===== src/rtl/vcm_pkg.sv =====
// vcm_pkg: shared types and constants for the vehicle command mixer.
// Used by every module under rtl/; depends on nothing else.
package vcm_pkg;

  localparam int unsigned TICK_W = 8;
  localparam int unsigned CMD_W  = 11;
  localparam int unsigned CFG_IDX_W  = 3;
  localparam int unsigned CFG_DATA_W = 16;
  localparam logic signed [CMD_W-1:0] CMD_LIMIT = 11'sd1000;

  typedef enum logic [1:0] {
    MODE_AUTO   = 2'd0,
    MODE_MANUAL = 2'd1,
    MODE_ARM    = 2'd2,
    MODE_TICK   = 2'd3
  } mode_t;

  typedef enum logic [CFG_IDX_W-1:0] {
    REG_STEER_GAIN     = 3'd0,
    REG_FORWARD_TRIM   = 3'd1,
    REG_REVERSE_TRIM   = 3'd2,
    REG_FORWARD_SCALE  = 3'd3,
    REG_FORWARD_OFFSET = 3'd4,
    REG_REVERSE_SCALE  = 3'd5,
    REG_REVERSE_OFFSET = 3'd6,
    REG_INVERT_MASK    = 3'd7
  } reg_idx_t;

  localparam logic KIND_DRIVE  = 1'b0;
  localparam logic KIND_STATUS = 1'b1;

  // configuration register file contents
  typedef struct packed {
    logic        [15:0]      steer_gain;
    logic signed [CMD_W-1:0] forward_trim;
    logic signed [CMD_W-1:0] reverse_trim;
    logic        [11:0]      forward_scale;
    logic signed [CMD_W-1:0] forward_offset;
    logic        [11:0]      reverse_scale;
    logic signed [CMD_W-1:0] reverse_offset;
    logic        [1:0]       invert_mask;
  } cfg_t;

  // per-request control decided at accept time
  typedef struct packed {
    logic emit;
    logic kind;
    logic armed_flag;
    logic override_flag;
  } req_ctl_t;

endpackage


===== src/rtl/vcm_cfg.sv =====
// vcm_cfg: configuration register file of the command mixer.
// Depends on vcm_pkg.
module vcm_cfg (
  input  logic                                clk,
  input  logic                                rst_n,
  input  logic                                wr_en,
  input  logic [vcm_pkg::CFG_IDX_W-1:0]       wr_index,
  input  logic [vcm_pkg::CFG_DATA_W-1:0]      wr_data,
  output vcm_pkg::cfg_t                       cfg
);
  import vcm_pkg::*;

  cfg_t cfg_r;
  cfg_t cfg_nxt;

  always_comb begin
    cfg_nxt = cfg_r;
    if (wr_en) begin
      case (reg_idx_t'(wr_index))
        REG_STEER_GAIN:     cfg_nxt.steer_gain     = wr_data;
        REG_FORWARD_TRIM:   cfg_nxt.forward_trim   = wr_data[CMD_W-1:0];
        REG_REVERSE_TRIM:   cfg_nxt.reverse_trim   = wr_data[CMD_W-1:0];
        REG_FORWARD_SCALE:  cfg_nxt.forward_scale  = wr_data[11:0];
        REG_FORWARD_OFFSET: cfg_nxt.forward_offset = wr_data[CMD_W-1:0];
        REG_REVERSE_SCALE:  cfg_nxt.reverse_scale  = wr_data[11:0];
        REG_REVERSE_OFFSET: cfg_nxt.reverse_offset = wr_data[CMD_W-1:0];
        REG_INVERT_MASK:    cfg_nxt.invert_mask    = wr_data[1:0];
        default:            cfg_nxt = cfg_r;
      endcase
    end
  end

  always_ff @(posedge clk) begin
    if (!rst_n) begin
      cfg_r.steer_gain     <= 16'd1908;
      cfg_r.forward_trim   <= -11'sd90;
      cfg_r.reverse_trim   <= 11'sd75;
      cfg_r.forward_scale  <= 12'd143;
      cfg_r.forward_offset <= 11'sd27;
      cfg_r.reverse_scale  <= 12'd143;
      cfg_r.reverse_offset <= -11'sd27;
      cfg_r.invert_mask    <= 2'd2;
    end else begin
      cfg_r <= cfg_nxt;
    end
  end

  assign cfg = cfg_r;

endmodule


===== src/rtl/vcm_ctrl.sv =====
// vcm_ctrl: arming / override state and the input request register.
// Depends on vcm_pkg.
module vcm_ctrl #(
  parameter int TIMEOUT_TICKS = 20
) (
  input  logic                clk,
  input  logic                rst_n,
  input  logic                accept,
  input  logic                drain,
  input  logic [1:0]          mode,
  input  logic signed [15:0]  linear_speed,
  input  logic signed [15:0]  turn_rate,
  input  logic                armed_in,
  output logic                req_valid,
  output vcm_pkg::req_ctl_t   req_ctl,
  output logic signed [15:0]  req_speed,
  output logic signed [15:0]  req_turn
);
  import vcm_pkg::*;

  logic              armed_r, armed_nxt;
  logic              ovr_r, ovr_nxt;
  logic [TICK_W-1:0] ticks_r, ticks_nxt;
  logic [TICK_W-1:0] ticks_inc;
  logic              valid_r, valid_nxt;
  req_ctl_t          ctl_r, ctl_nxt;
  logic signed [15:0] speed_r, turn_r;

  assign ticks_inc = (ticks_r != '1) ? ticks_r + 1'b1 : ticks_r;

  always_comb begin
    armed_nxt = armed_r;
    ovr_nxt   = ovr_r;
    ticks_nxt = ticks_r;
    ctl_nxt   = '0;
    if (accept) begin
      case (mode_t'(mode))
        MODE_AUTO: begin
          ctl_nxt.emit          = armed_r && !ovr_r;
          ctl_nxt.kind          = KIND_DRIVE;
          ctl_nxt.armed_flag    = 1'b1;
          ctl_nxt.override_flag = ovr_r;
        end
        MODE_MANUAL: begin
          ticks_nxt             = '0;
          ovr_nxt               = 1'b1;
          ctl_nxt.emit          = armed_r;
          ctl_nxt.kind          = KIND_DRIVE;
          ctl_nxt.armed_flag    = 1'b1;
          ctl_nxt.override_flag = 1'b1;
        end
        MODE_ARM: begin
          armed_nxt = armed_in;
        end
        MODE_TICK: begin
          ticks_nxt = ticks_inc;
          if (ticks_inc > TICK_W'(TIMEOUT_TICKS)) begin
            ovr_nxt = 1'b0;
          end
          ctl_nxt.emit          = 1'b1;
          ctl_nxt.kind          = KIND_STATUS;
          ctl_nxt.armed_flag    = armed_r;
          ctl_nxt.override_flag = ovr_nxt;
        end
        default: ctl_nxt = '0;
      endcase
    end
  end

  always_comb begin
    if (accept) begin
      valid_nxt = 1'b1;
    end else if (drain) begin
      valid_nxt = 1'b0;
    end else begin
      valid_nxt = valid_r;
    end
  end

  always_ff @(posedge clk) begin
    if (!rst_n) begin
      armed_r <= 1'b0;
      ovr_r   <= 1'b0;
      ticks_r <= '1;
      valid_r <= 1'b0;
    end else begin
      armed_r <= armed_nxt;
      ovr_r   <= ovr_nxt;
      ticks_r <= ticks_nxt;
      valid_r <= valid_nxt;
    end
  end

  always_ff @(posedge clk) begin
    if (accept) begin
      ctl_r   <= ctl_nxt;
      speed_r <= linear_speed;
      turn_r  <= turn_rate;
    end
  end

  assign req_valid = valid_r;
  assign req_ctl   = ctl_r;
  assign req_speed = speed_r;
  assign req_turn  = turn_r;

endmodule


===== src/rtl/vcm_mix.sv =====
// vcm_mix: steering / throttle mixing, inversion, direction rule and clamps.
// Purely combinational; depends on vcm_pkg.
module vcm_mix (
  input  vcm_pkg::cfg_t                       cfg,
  input  logic signed [15:0]                  speed,
  input  logic signed [15:0]                  turn,
  output logic signed [vcm_pkg::CMD_W-1:0]    steering,
  output logic signed [vcm_pkg::CMD_W-1:0]    throttle
);
  import vcm_pkg::*;

  function automatic logic signed [CMD_W-1:0] clamp27(input logic signed [26:0] v);
    logic signed [26:0] lim;
    lim = 27'(CMD_LIMIT);
    if (v > lim) begin
      clamp27 = CMD_LIMIT;
    end else if (v < -lim) begin
      clamp27 = -CMD_LIMIT;
    end else begin
      clamp27 = v[CMD_W-1:0];
    end
  endfunction

  logic               spd_pos, spd_neg, fwd;
  logic signed [32:0] steer_prod;
  logic signed [24:0] steer_sh;
  logic signed [25:0] steer_trim, steer_sum;
  logic signed [26:0] steer_fin;
  logic signed [28:0] thr_prod;
  logic signed [20:0] thr_sh;
  logic signed [21:0] thr_sum;
  logic signed [22:0] thr_fin;
  logic [12:0]        scale_sel;
  logic signed [CMD_W-1:0] offs_sel;

  assign spd_neg = speed[15];
  assign spd_pos = !speed[15] && (speed != '0);

  // steering: floor((turn * gain) / 256) + trim
  assign steer_prod = turn * $signed({1'b0, cfg.steer_gain});
  assign steer_sh   = steer_prod[32:8];
  assign steer_trim = spd_pos ? 26'(cfg.forward_trim) :
                      spd_neg ? 26'(cfg.reverse_trim) : '0;
  assign steer_sum  = 26'(steer_sh) + steer_trim;
  assign steer_fin  = cfg.invert_mask[1] ? -27'(steer_sum) : 27'(steer_sum);
  assign steering   = clamp27(steer_fin);

  // throttle: floor((speed * scale) / 256) + offset, zero when stopped
  assign scale_sel = {1'b0, spd_pos ? cfg.forward_scale : cfg.reverse_scale};
  assign offs_sel  = spd_pos ? cfg.forward_offset : cfg.reverse_offset;
  assign thr_prod  = speed * $signed(scale_sel);
  assign thr_sh    = thr_prod[28:8];
  assign thr_sum   = (spd_pos || spd_neg) ? 22'(thr_sh) + 22'(offs_sel) : '0;
  assign thr_fin   = cfg.invert_mask[0] ? -23'(thr_sum) : 23'(thr_sum);
  assign fwd       = spd_pos ^ cfg.invert_mask[0];

  always_comb begin
    if (fwd && thr_fin < 0) begin
      throttle = '0;
    end else if (!fwd && thr_fin > 0) begin
      throttle = '0;
    end else begin
      throttle = clamp27(27'(thr_fin));
    end
  end

endmodule


===== src/rtl/vehicle_command_mixer_top.sv =====
// vehicle_command_mixer_top: top level of the vehicle command mixer.
// Instantiates vcm_cfg, vcm_ctrl and vcm_mix; depends on vcm_pkg.
//
// Usage:
//  - Input channel (in_valid / in_stall) carries one request: mode, linear
//    speed and turn rate (Q7.8) and the armed bit for arm updates.
//  - Result channel (out_valid / out_stall) carries drive commands
//    (kind 0, steering and throttle in -1000..1000) and status reports
//    (kind 1, one per tick request, steering and throttle zero).
//    Autonomous requests during manual override, drive requests while
//    disarmed, and arm updates produce no result.
//  - Config channel (cfg_valid / cfg_ready) writes the gain, trim, scale,
//    offset and invert registers; cfg_ready is always high. Write only
//    while no request is in flight.
//  - Pipeline: an accepted request passes the request register, then the
//    result register with the mixer between.
//  - Throughput: one request per cycle while in_stall is low; arm / override /
//    tick state is updated at accept time, so back-to-back requests see each other.
//  - Stall: with out_stall high the result holds; one more request may be
//    taken into the request register, after which in_stall rises.
//  - Reset (rst_n low, synchronous): disarmed, override off, tick count
//    saturated, registers at their defaults, both stages empty.
module vehicle_command_mixer_top #(
  parameter int TIMEOUT_TICKS = 20
) (
  input  logic                                clk,
  input  logic                                rst_n,
  input  logic                                in_valid,
  output logic                                in_stall,
  input  logic [1:0]                          in_mode,
  input  logic signed [15:0]                  in_linear_speed,
  input  logic signed [15:0]                  in_turn_rate,
  input  logic                                in_armed_in,
  output logic                                out_valid,
  input  logic                                out_stall,
  output logic                                out_kind,
  output logic signed [vcm_pkg::CMD_W-1:0]    out_steering,
  output logic signed [vcm_pkg::CMD_W-1:0]    out_throttle,
  output logic                                out_armed_flag,
  output logic                                out_override_flag,
  input  logic                                cfg_valid,
  output logic                                cfg_ready,
  input  logic [vcm_pkg::CFG_IDX_W-1:0]       cfg_index,
  input  logic [vcm_pkg::CFG_DATA_W-1:0]      cfg_data
);
  import vcm_pkg::*;

  cfg_t               cfg;
  req_ctl_t           req_ctl;
  logic               req_valid;
  logic signed [15:0] req_speed, req_turn;
  logic signed [CMD_W-1:0] mix_steer, mix_thr;
  logic               out_load, in_accept;

  logic               out_valid_r, out_valid_nxt;
  logic               kind_r, armed_flag_r, ovr_flag_r;
  logic signed [CMD_W-1:0] steer_r, thr_r;

  // result register takes new data when empty or being drained
  assign out_load  = !out_valid_r || !out_stall;
  assign in_stall  = req_valid && !out_load;
  assign in_accept = in_valid && !in_stall;
  assign cfg_ready = 1'b1;

  vcm_cfg u_cfg (
    .clk      (clk),
    .rst_n    (rst_n),
    .wr_en    (cfg_valid),
    .wr_index (cfg_index),
    .wr_data  (cfg_data),
    .cfg      (cfg)
  );

  vcm_ctrl #(
    .TIMEOUT_TICKS (TIMEOUT_TICKS)
  ) u_ctrl (
    .clk          (clk),
    .rst_n        (rst_n),
    .accept       (in_accept),
    .drain        (out_load),
    .mode         (in_mode),
    .linear_speed (in_linear_speed),
    .turn_rate    (in_turn_rate),
    .armed_in     (in_armed_in),
    .req_valid    (req_valid),
    .req_ctl      (req_ctl),
    .req_speed    (req_speed),
    .req_turn     (req_turn)
  );

  vcm_mix u_mix (
    .cfg      (cfg),
    .speed    (req_speed),
    .turn     (req_turn),
    .steering (mix_steer),
    .throttle (mix_thr)
  );

  assign out_valid_nxt = out_load ? (req_valid && req_ctl.emit) : out_valid_r;

  always_ff @(posedge clk) begin
    if (!rst_n) begin
      out_valid_r <= 1'b0;
    end else begin
      out_valid_r <= out_valid_nxt;
    end
  end

  always_ff @(posedge clk) begin
    if (out_load && req_valid) begin
      kind_r       <= req_ctl.kind;
      armed_flag_r <= req_ctl.armed_flag;
      ovr_flag_r   <= req_ctl.override_flag;
      // status reports carry zero steering and throttle
      steer_r      <= (req_ctl.kind == KIND_STATUS) ? '0 : mix_steer;
      thr_r        <= (req_ctl.kind == KIND_STATUS) ? '0 : mix_thr;
    end
  end

  assign out_valid         = out_valid_r;
  assign out_kind          = kind_r;
  assign out_steering      = steer_r;
  assign out_throttle      = thr_r;
  assign out_armed_flag    = armed_flag_r;
  assign out_override_flag = ovr_flag_r;

endmodule


===== config.mk =====
export PLATFORM = sky130hd
export DESIGN_NAME = vehicle_command_mixer_top
export DESIGN_NICKNAME = d
export VERILOG_FILES = /design/src/rtl/vcm_pkg.sv /design/src/rtl/vcm_cfg.sv /design/src/rtl/vcm_ctrl.sv /design/src/rtl/vcm_mix.sv /design/src/rtl/vehicle_command_mixer_top.sv
export SDC_FILE = /design/constraint.sdc
export NUM_CORES = 2
export LEC_CHECK = 0
export BUFFER_PORTS_ARGS = -buffer_cell sky130_fd_sc_hd__clkbuf_2
export CORE_ASPECT_RATIO = 1.5
export CORE_UTILIZATION = 40
export DETAILED_ROUTE_END_ITERATION = 6
export PLACE_DENSITY = 0.66
export SLEW_MARGIN = 30
export SYNTH_ARGS = -nofsm -noshare
export SYNTH_HDL_FRONTEND = slang
export SYNTH_SLANG_ARGS = --single-unit

===== constraint.sdc =====
create_clock -name clk -period 17.2 [get_ports clk]
set_input_delay 0.86 -clock clk [delete_from_list [all_inputs] [get_ports clk]]
set_output_delay 0.86 -clock clk [all_outputs]
set_load 0.01 [all_outputs]

==> flow_summary.json <==
{
  "status": "finished clean",
  "clock_latency_ps": 490,
  "final_nets": 3771,
  "final-hold-violation-count": 0,
  "crit_type": "flip-flop to flip-flop",
  "root_buffer": "clkbuf_16",
  "syn_avg_cell_area_um2": 8.57,
  "cts_setup_buffers": 0,
  "final_antenna_net_count": 0,
  "drt_wl_total_um": 72900,
  "cpMaxStageDelayCell": "o41a_4",
  "slew_violations": 0,
  "dp_cells": 3966,
  "min_period_ps": 12000,
  "max_clock_freq_mhz": 83.3,
  "grtUsageTotal_pct": 22.4,
  "yosys_warnings": 0,
  "ys_seq_elements": 159,
  "holdBufCountCts": 0,
  "synth_top_area_share_pct": 27.9,
  "synthXorXnorAreaFrac_pct": 3.41,
  "synthSimpleGateAreaFrac_pct": 21.1,
  "cts_max_level": 4,
  "drc": 0,
  "ff2ff_path_depth": 37,
  "die_area_um2": 67900,
  "crit_path_max_fanout": 36,
  "synth_top_cell_by_area": "fa_1",
  "grt-ovfl-total": 0,
  "yosysUniqueCellTypes": 99,
  "num_vias": 21691,
  "syn-cell-area_um2": 26700,
  "syn_inst": 3119,
  "final.period_utilization_pct": 69.8,
  "synth_top_family_by_area": "adder cells",
  "critPathMaxStageDelay_ps": 780,
  "synth_fp_nets": 3781,
  "endpoint_kind": "flip-flop",
  "hpwl_um": 58300,
  "cts_tree": "done",
  "max_slew.worst_pin.slew_ps": 989,
  "antenna_found_initial": 5,
  "grt_max_degree": 99,
  "dr.pass1.iters": 5,
  "worstPathArrival_ps": 12340,
  "port-buffer-count": 85,
  "drive_gt1_share_pct": 6.28,
  "drv_cap": 0,
  "drtIter0Drc": 1296,
  "gp_congestion": 0.905,
  "synth_mux_area_share_pct": 1.48,
  "pin_count": 87,
  "rows": 115,
  "cts-resized-gates": 0,
  "cpMostUsedCell": "fa_1",
  "skew_ps": 13.8,
  "post_drt_via_cell_ratio": 5.42,
  "clock_path_buffers": 2,
  "rsz0062_at_grt": "no",
  "synth-edff-count": 61,
  "synth_compound_area_share_pct": 12.8,
  "wl_per_cell_um": 18.2,
  "grt_pass1_wl_um": 118000,
  "required_ps": 17530,
  "async_flop_share_pct": 0,
  "grt_pass1_vias": 22827,
  "synth-main-ff-cell": "dfxtp_1",
  "setup_viol": 0,
  "die_h_um": 319,
  "clk_transition_reported_paths_ps": 70,
  "crit_path_start_kind": "flip-flop",
  "cts.sinks": 159,
  "maxSlewHeadroom_pct": 34.1,
  "fin_setup_tns_ps": 0,
  "synth-adder-area-share_pct": 38.7,
  "num-fill-cells": 6598,
  "whs_path_depth": 0,
  "die_x_um": 213,
  "initial_utilization_pct": 40.6,
  "core_area_um2": 65800,
  "fin_cells": 3999,
  "area_growth_pct": 6.76,
  "synth_area_leaders": "fa_1 28%, ha_1 11%, dfxtp_1 7.3%",
  "cts_buffers": 17,
  "yosysSeqAreaShare_pct": 14.2,
  "hp-class": "flip-flop to flip-flop"
}
critical path, delay by kind of cell, from the launching register on:
family          cells  cell delay, ps
compound gates     17            4900
fa+ha+maj           7            3290
simple gates        7            1980
mux                 1             710
flops               1             620
buf+inv             4             200
xor+xnor            1             140
per-stage QoR:
stage          hold slack, ps  utilization (%)  setup WS [ps]  cell area (um^2)
6_report                  413             43.4           5200             28500
2_1_floorplan             400                -           6570             26700
3_5_place_dp              405             42.4           5000             27900
3_3_place_gp              402             42.4           4920             27900
4_1_cts                   419             43.3           4990             28500
5_1_grt                   422             43.4           4360             28500
cell families after synthesis:
family / after synthesis
and+or+nand+nor: 1145
adders and majority gates: 603
buffers and inverters: 589
AOI/OAI and AO/OA: 481
DFF: 159
xor gates and xnor gates: 104
muxes: 37
other: 1
placed cells by master (no fill, tap or decap), types with 8 or more instances in the layout:
| cell | count |
|---|---|
| nand2_1 | 485 |
| inv_1 | 456 |
| fa_1 | 372 |
| ha_1 | 231 |
| and2_1 | 158 |
| nor2_1 | 117 |
| dfxtp_1 | 98 |
| a21oi_1 | 95 |
| nor2b_1 | 87 |
| nand3_1 | 86 |
| clkbuf_2 | 85 |
| xnor2_1 | 75 |
| o21ai_0 | 72 |
| edfxtp_1 | 61 |
| a21boi_0 | 44 |
| nor3_1 | 42 |
| nand2b_1 | 40 |
| a21o_1 | 38 |
| xor2_1 | 29 |
| o21a_1 | 28 |
| and3_1 | 23 |
| a211oi_1 | 23 |
| nand4_1 | 21 |
| mux2_2 | 20 |
| clkbuf_16 | 17 |
| buf_4 | 17 |
| mux2i_1 | 15 |
| or3_1 | 15 |
| a31oi_1 | 13 |
| o31ai_1 | 12 |
| a22o_1 | 12 |
| o211ai_1 | 12 |
| nor4_1 | 11 |
| or4_1 | 10 |
| o21ai_1 | 10 |
| nand3b_1 | 9 |
| o21bai_1 | 8 |
| a211o_1 | 8 |
Yosys cell counts, types with 6 or more instances:
cell,count
nand2_1,485
inv_1,456
fa_1,372
ha_1,231
and2_1,158
clkbuf_1,123
nor2_1,118
dfxtp_1,98
a21oi_1,95
nor2b_1,88
nand3_1,86
xnor2_1,75
o21ai_0,72
edfxtp_1,61
a21boi_0,45
nor3_1,43
nand2b_1,40
a21o_1,38
xor2_1,29
o21a_1,28
a211oi_1,23
and3_1,23
nand4_1,21
mux2_2,20
mux2i_1,17
or3_1,15
a31oi_1,13
a22o_1,12
o211ai_1,12
o31ai_1,12
nor4_1,11
o21ai_1,10
or4_1,10
nand3b_1,9
a211o_1,8
o21bai_1,8
a2111oi_0,6
and4_1,6
o311ai_0,6
o31a_1,6
o41ai_1,6
path summary, 6_finish.rpt:
check                       start                end  slack, ps
min reg2reg     u_ctrl.req_ctl[0]  out_override_flag        410
min             u_ctrl.req_ctl[0]  out_override_flag        410
max          u_ctrl.req_speed[12]   out_throttle[10]       5200
max reg2reg  u_ctrl.req_speed[12]   out_throttle[10]       5200
flip-flops by register name, summed over array words and instances (netlist names):
signal / cells
u_cfg.cfg: 86
u_ctrl.req_speed: 16
u_ctrl.req_turn: 16
out_steering: 11
out_throttle: 11
u_ctrl.ticks_r: 8
u_ctrl.req_ctl: 4
out_armed_flag: 1
out_kind: 1
out_override_flag: 1
out_valid: 1
u_ctrl.armed_r: 1
u_ctrl.ovr_r: 1
u_ctrl.req_valid: 1
final cells by class:
class                      count  area, um^2  share of cell area (%)
antenna                        1        2.50                 0.00877
clock buffer                  18         439                    1.54
clock inverter                13         150                   0.526
inverter                     457        1720                    6.01
multi-input combinational   2371       20700                    72.7
sequential                   159        3790                    13.3
tap                          877        1100                    3.85
timing repair buffer         103         581                    2.04
layer usage:
metal	vias up	track usage (%)	share of wire, %
met1	10780	23.5	36
met2	503	42.9	55
met3	204	3.05	3.9
met5	-	0	0.082
li1	10194	-	-
met4	10	10.8	4.9
Power is not shown: default switching activity piles up to over one toggle a cycle in this logic, so the estimate is an artifact.
